File: config.mk
export PLATFORM = sky130hd
export DESIGN_NAME = sce_alu
export DESIGN_NICKNAME = d
export VERILOG_FILES = /design/src/hw/rtl/sce_pkg.sv /design/src/hw/rtl/sce_alu.sv
export SDC_FILE = /design/constraint.sdc
export NUM_CORES = 2
export LEC_CHECK = 0
export BUFFER_PORTS_ARGS = -buffer_cell sky130_fd_sc_hd__buf_2
export CAP_MARGIN = 20
export CORE_MARGIN = 8
export CORE_UTILIZATION = 55
export DETAILED_ROUTE_END_ITERATION = 8
export GPL_ROUTABILITY_DRIVEN = 0
export GPL_TIMING_DRIVEN = 0
export HOLD_SLACK_MARGIN = 0.03
export PLACE_DENSITY = 0.75
export SKIP_CTS_REPAIR_TIMING = 1
export SLEW_MARGIN = 20
export SYNTH_ARGS = -nofsm -noshare
export SYNTH_HDL_FRONTEND = slang
export SYNTH_SLANG_ARGS = --single-unit
File: constraint.sdc
create_clock -name clk -period 27 [get_ports clk]
set_input_delay 2.7 -clock clk [delete_from_list [all_inputs] [get_ports clk]]
set_output_delay 2.7 -clock clk [all_outputs]
set_load 0.02 [all_outputs]
File: src/hw/rtl/sce_pkg.sv
// ----------------------------------------------------------------------------
// sce_pkg
// Shared types and constants of the subset convolution engine.
// ----------------------------------------------------------------------------
`timescale 1ns / 1ps

package sce_pkg;

    localparam int SCE_MAX_BITS   = 8;
    localparam int SCE_VALUE_BITS = 16;
    localparam int SET_BITS_W     = 4;
    localparam int CFG_INDEX_W    = 4;
    localparam int CFG_DATA_W     = 8;
    localparam int ACC_W          = 64;
    localparam int HALF_W         = 32;

    localparam logic [1:0] OP_LOAD    = 2'd0;
    localparam logic [1:0] OP_COMPUTE = 2'd1;
    localparam logic [1:0] OP_READ    = 2'd2;

    localparam logic [CFG_INDEX_W-1:0] REG_SET_BITS     = CFG_INDEX_W'(0);
    localparam logic [CFG_INDEX_W-1:0] REG_PRODUCT_MODE = CFG_INDEX_W'(1);

    localparam logic [1:0] ARR_F = 2'd0;
    localparam logic [1:0] ARR_G = 2'd1;
    localparam logic [1:0] ARR_P = 2'd2;

    typedef enum logic [2:0] {
        ST_IDLE,
        ST_RD_WAIT,
        ST_INIT,
        ST_ZETA,
        ST_MUL,
        ST_GATHER
    } state_t;

    typedef enum logic [1:0] {
        MUL_LL,
        MUL_LH,
        MUL_HL
    } mul_part_t;

    typedef struct packed {
        logic      sub;
        mul_part_t part;
    } alu_ctrl_t;

endpackage

File: src/hw/rtl/sce_alu.sv
// ----------------------------------------------------------------------------
// sce_alu
// Shared 64-bit adder/subtractor and registered 32x32 partial multiplier.
// ----------------------------------------------------------------------------
`timescale 1ns / 1ps

module sce_alu import sce_pkg::*; (
    input  logic             clk,
    input  alu_ctrl_t        ctrl,
    input  logic [ACC_W-1:0] add_a,
    input  logic [ACC_W-1:0] add_b,
    input  logic [ACC_W-1:0] mul_x,
    input  logic [ACC_W-1:0] mul_y,
    output logic [ACC_W-1:0] sum,
    output logic [ACC_W-1:0] prod_reg
);

    logic [HALF_W-1:0] op_a;
    logic [HALF_W-1:0] op_b;

    assign sum = ctrl.sub ? (add_a - add_b) : (add_a + add_b);

    always_comb
    begin
        case (ctrl.part)
            MUL_LH:
            begin
                op_a = mul_x[HALF_W-1:0];
                op_b = mul_y[ACC_W-1:HALF_W];
            end
            MUL_HL:
            begin
                op_a = mul_x[ACC_W-1:HALF_W];
                op_b = mul_y[HALF_W-1:0];
            end
            default:
            begin
                op_a = mul_x[HALF_W-1:0];
                op_b = mul_y[HALF_W-1:0];
            end
        endcase
    end

    always_ff @(posedge clk)
    begin
        prod_reg <= ACC_W'(op_a) * ACC_W'(op_b);
    end

endmodule

; Word level (Yosys, flattened, before mapping)
; Index checks and enable logic that the tools add are counted.
[op_classes]
addsub = 2
mul = 1
eq_ne = 2
n_mux = 3
[ops]
columns = cell, count
row1 = adder 64 bit, 1
row2 = multiplier 32 x 32 -> 64 bit, 1
row3 = 2-to-1 mux 32 bit, 2
row4 = 2-to-1 mux 64 bit, 1
row5 = subtractor 64 bit, 1
row6 = equality test 2 x 1 -> 1 bit (second input constant), 1
row7 = equality test 2 bit (second input constant), 1
[totals]
regBits = 64
out_inout_bits = 128
elab_cells = 9

; Depth between registers and ports, before layout
[depth]
word_depth = 3
mapped_depth = 32
mapped_depth_nobuf = 28

; Least setup slack after synthesis
; No wires, ideal clock.
[synth_path]
kind = input port to flip-flop
start = input ctrl[0] (netlist bit)
end = register prod_reg[59]
setup_ns = 0.137
arrival_time_ns = 10.821
required_time_ns = 26.863
setup_slack_ns = 16.042
stages = 30
path_buffers = 4
path_cell_list = nor2b_1 -> clkbuf_1 -> buf_1 -> mux2i_1 -> clkbuf_1 -> nor2_1 -> fa_1 -> fa_1 -> fa_1 -> inv_1 -> fa_1 -> inv_1 -> fa_1 -> fa_1 -> fa_1 -> inv_1 -> fa_1 -> inv_1 -> ha_1 -> clkbuf_1 -> nand2_1 -> nor2_1 -> nand2_1 -> o22ai_1 -> nor2_1 -> a2111oi_1 -> a21oi_1 -> o221a_2 -> o21ai_0 -> a311oi_1
[synth_via]
elab_chain_len = 3
[synth_rtl]
columns = element, line_no
row1 = "start, declared", sce_alu.sv:9  ; input alu_ctrl_t ctrl,
row2 = equality test 2 bit / equality test 2 x 1 -> 1 bit (equally long branches), sce_alu.sv:25  ; case (ctrl.part)
row3 = 2-to-1 mux 32 bit, sce_alu.sv:25
row4 = multiplier 32 x 32 -> 64 bit *, sce_alu.sv:46  ; prod_reg <= ACC_W'(op_a) * ACC_W'(op_b);
row5 = "end signal, assigned", sce_alu.sv:46
row6 = "end, declared", sce_alu.sv:15  ; output logic [ACC_W-1:0] prod_reg
; Every way passes the cells marked *; elsewhere a longest branch is shown, timed or not.

; Final worst setup path
[layout_path]
start = input ctrl[1] (netlist bit)
end = register prod_reg[59]
; The elaborated chain is that of the path after synthesis.

==> out/results.ini <==
[synth]
yosys_warnings=0
syn_inst=4624
syn_avg_cell_area_um2=8.52
yosysSeqAreaShare_pct=3.25
synth_edf_count=0
synthSimpleGateAreaFrac_pct=14.9
synthArstFlopShare_pct=0
synth_top_family_by_area=adder cells
synth_compound_area_share_pct=7.65
synth_cell_types=76
muxShareOfSynthArea_pct=3.42
synthFlopType=dfxtp_1
synth_nets=6108
synth.ff_latch_count=64
synthXorXnorAreaFrac_pct=4.09
synth_fa_ha_area_share_pct=56.0
synthesis.area_um2=39400

[cells_and_area]
fillers=6178
drive_gt1_share_pct=10.3
fin_nets=6508
largest_reg_flops=64
syn2layout_area_growth_pct=9.07
mostFrequentLayoutCells=inv_1, fa_1, nor2_1

[die]
die_h_um=284
dieWidth_um=284
num_io_pins=388
die-area_um2=80400
std_cell_rows=98
initial_core_util_pct=55.3
design.core.area_um2=71200

[setup_path]
crit_slowest_cell=mux2i_1
arrival_ps=14120
critPathLaunch=ctrl[1]
path_depth=31
crit_path_start_kind=primary input
cpPeakStageDelay_ps=1050
crit_top_cell=fa_1
crit_path_max_fanout=10
required_ps=27260
critPathCaptureType=flip-flop
crit_buf_inv=9
path_delay_family=adder cells
critPathKind=in -> reg

[global_routing]
grt_max_degree=14
grt_usage_pct=36.2
grt_antenna_before_repair=9
grt_pass1_vias=36724
grt_pass1_wl_um=220000
grt_overflow=0

[timing]
timing.slew.headroom_pct=9.53
drv_slew=0
post-route-min-period_ps=13860
rsz0062_at_grt=no
worstMarginPinSlew_ps=1320
hold_viol=0
tns_ps=0
report.final.setup_viol=0
period_share_pct=51.3
max_freq_mhz=72.2

[detailed_routing]
drt_iter0_markers=4154
vias_per_cell=5.94
drt-pass1-iter-count=9
ant_nets=0
drc=10
vias=35580
routed_wl_um=146000
wl_per_cell_um=24.4

[cts]
clk_pin_slew_ps=70
htree_levels=3
clock-sinks=64
ctsLongestPathBuffers=2
cts_buffers=9
cts_tree=built
cts_root_buf=clkbuf_16

[placement]
io_buffer_count=386
hpwl_um=124000

[worst_hold_path]
worstHoldEndpoint=prod_reg[0]$_DFF_P_
hold_path.class=in -> reg
hold_depth=3
hp-start=mul_x[32]

[run]
maxCapViolations=0

[status]
violations=design-rule violations
outcome=finished with violations

[per-stage QoR]
| stage | instance area [um2] | worst slack (ps) | hold WS [ps] | utilization (%) | std cells |
|---|---|---|---|---|---|
| finish | 43000 | 13140 | 2900 | 60.3 | 5985 |
| global route | 42900 | 12840 | 2910 | 60.3 | 5982 |
| CTS | 42900 | 13230 | 2940 | 60.2 | 5978 |
| detailed placement | 42600 | 12870 | 3120 | 59.8 | 5962 |
| global placement | 42500 | 12440 | 3120 | 59.7 | 5960 |
| floorplan | 39400 | 16040 | 2920 | - | 4624 |
[kinds of logic after synthesis]
kind of cell / count (synthesis)
AO/OA/AOI/OAI: 482
XOR/XNOR: 184
flip-flops: 64
adder cells (fa/ha/maj): 1224
buffers and inverters: 1124
AND/OR/NAND/NOR: 1419
multiplexers: 127
[final cells by class]
class                           count  area [um2]  area share (%)
Antenna cell                        6        15.0          0.0350
Multi-Input combinational cell   3436       33900            79.0
Tap cell                          950        1190            2.77
Timing Repair Buffer              389        1970            4.58
Clock buffer                        9         225           0.524
Clock inverter                      7         103           0.239
Buffer                            227         863            2.01
Sequential cell                    64        1280            2.98
Inverter                          897        3370            7.84
[cells in the mapped netlist, drive strengths merged, types with 4 or more instances]
master	number	area, um2
o31a	4	35.0
nand2b	10	65.1
a21oi	181	906
nand2	517	1940
a31oi	36	225
nor3	35	180
dfxtp	64	1280
a41oi	8	70.1
mux2	61	687
or2	8	50.1
o211ai	5	37.5
o31ai	5	42.5
o21ai	75	375
a21boi	5	37.5
fa	897	18000
or3	5	36.3
and2b	4	31.3
inv	897	3370
nor4	13	126
o21bai	30	225
nor2b	17	106
and2	5	32.5
nand3	33	165
and3	14	92.6
o21a	12	90.1
nand4	34	213
and4	8	70.1
buf	17	71.3
clkbuf	210	788
mux2i	66	661
a31o	4	35.0
xor2	42	368
ha	327	4090
a211oi	12	90.1
xnor2	142	1240
a21o	72	541
nor2	705	2650
[worst max path at each step]
stage	end	slack (ps)
4_1_cts	prod_reg[59]$_DFF_P_	13230
3_5_place_dp	prod_reg[61]$_DFF_P_	12870
3_3_place_gp	prod_reg[59]$_DFF_P_	12440
6_report	prod_reg[59]$_DFF_P_	13140
5_1_grt	prod_reg[59]$_DFF_P_	12840
2_1_floorplan	prod_reg[59]$_DFF_P_	16040
[per-layer routing]
metal	share of wire [%]	track usage [%]
met3	15	15.4
met5	0.019	0
met2	43	54.5
met4	8.8	25.0
met1	33	41.5
Power is not shown: default switching activity piles up to over one toggle a cycle in this logic, so the estimate is an artifact.
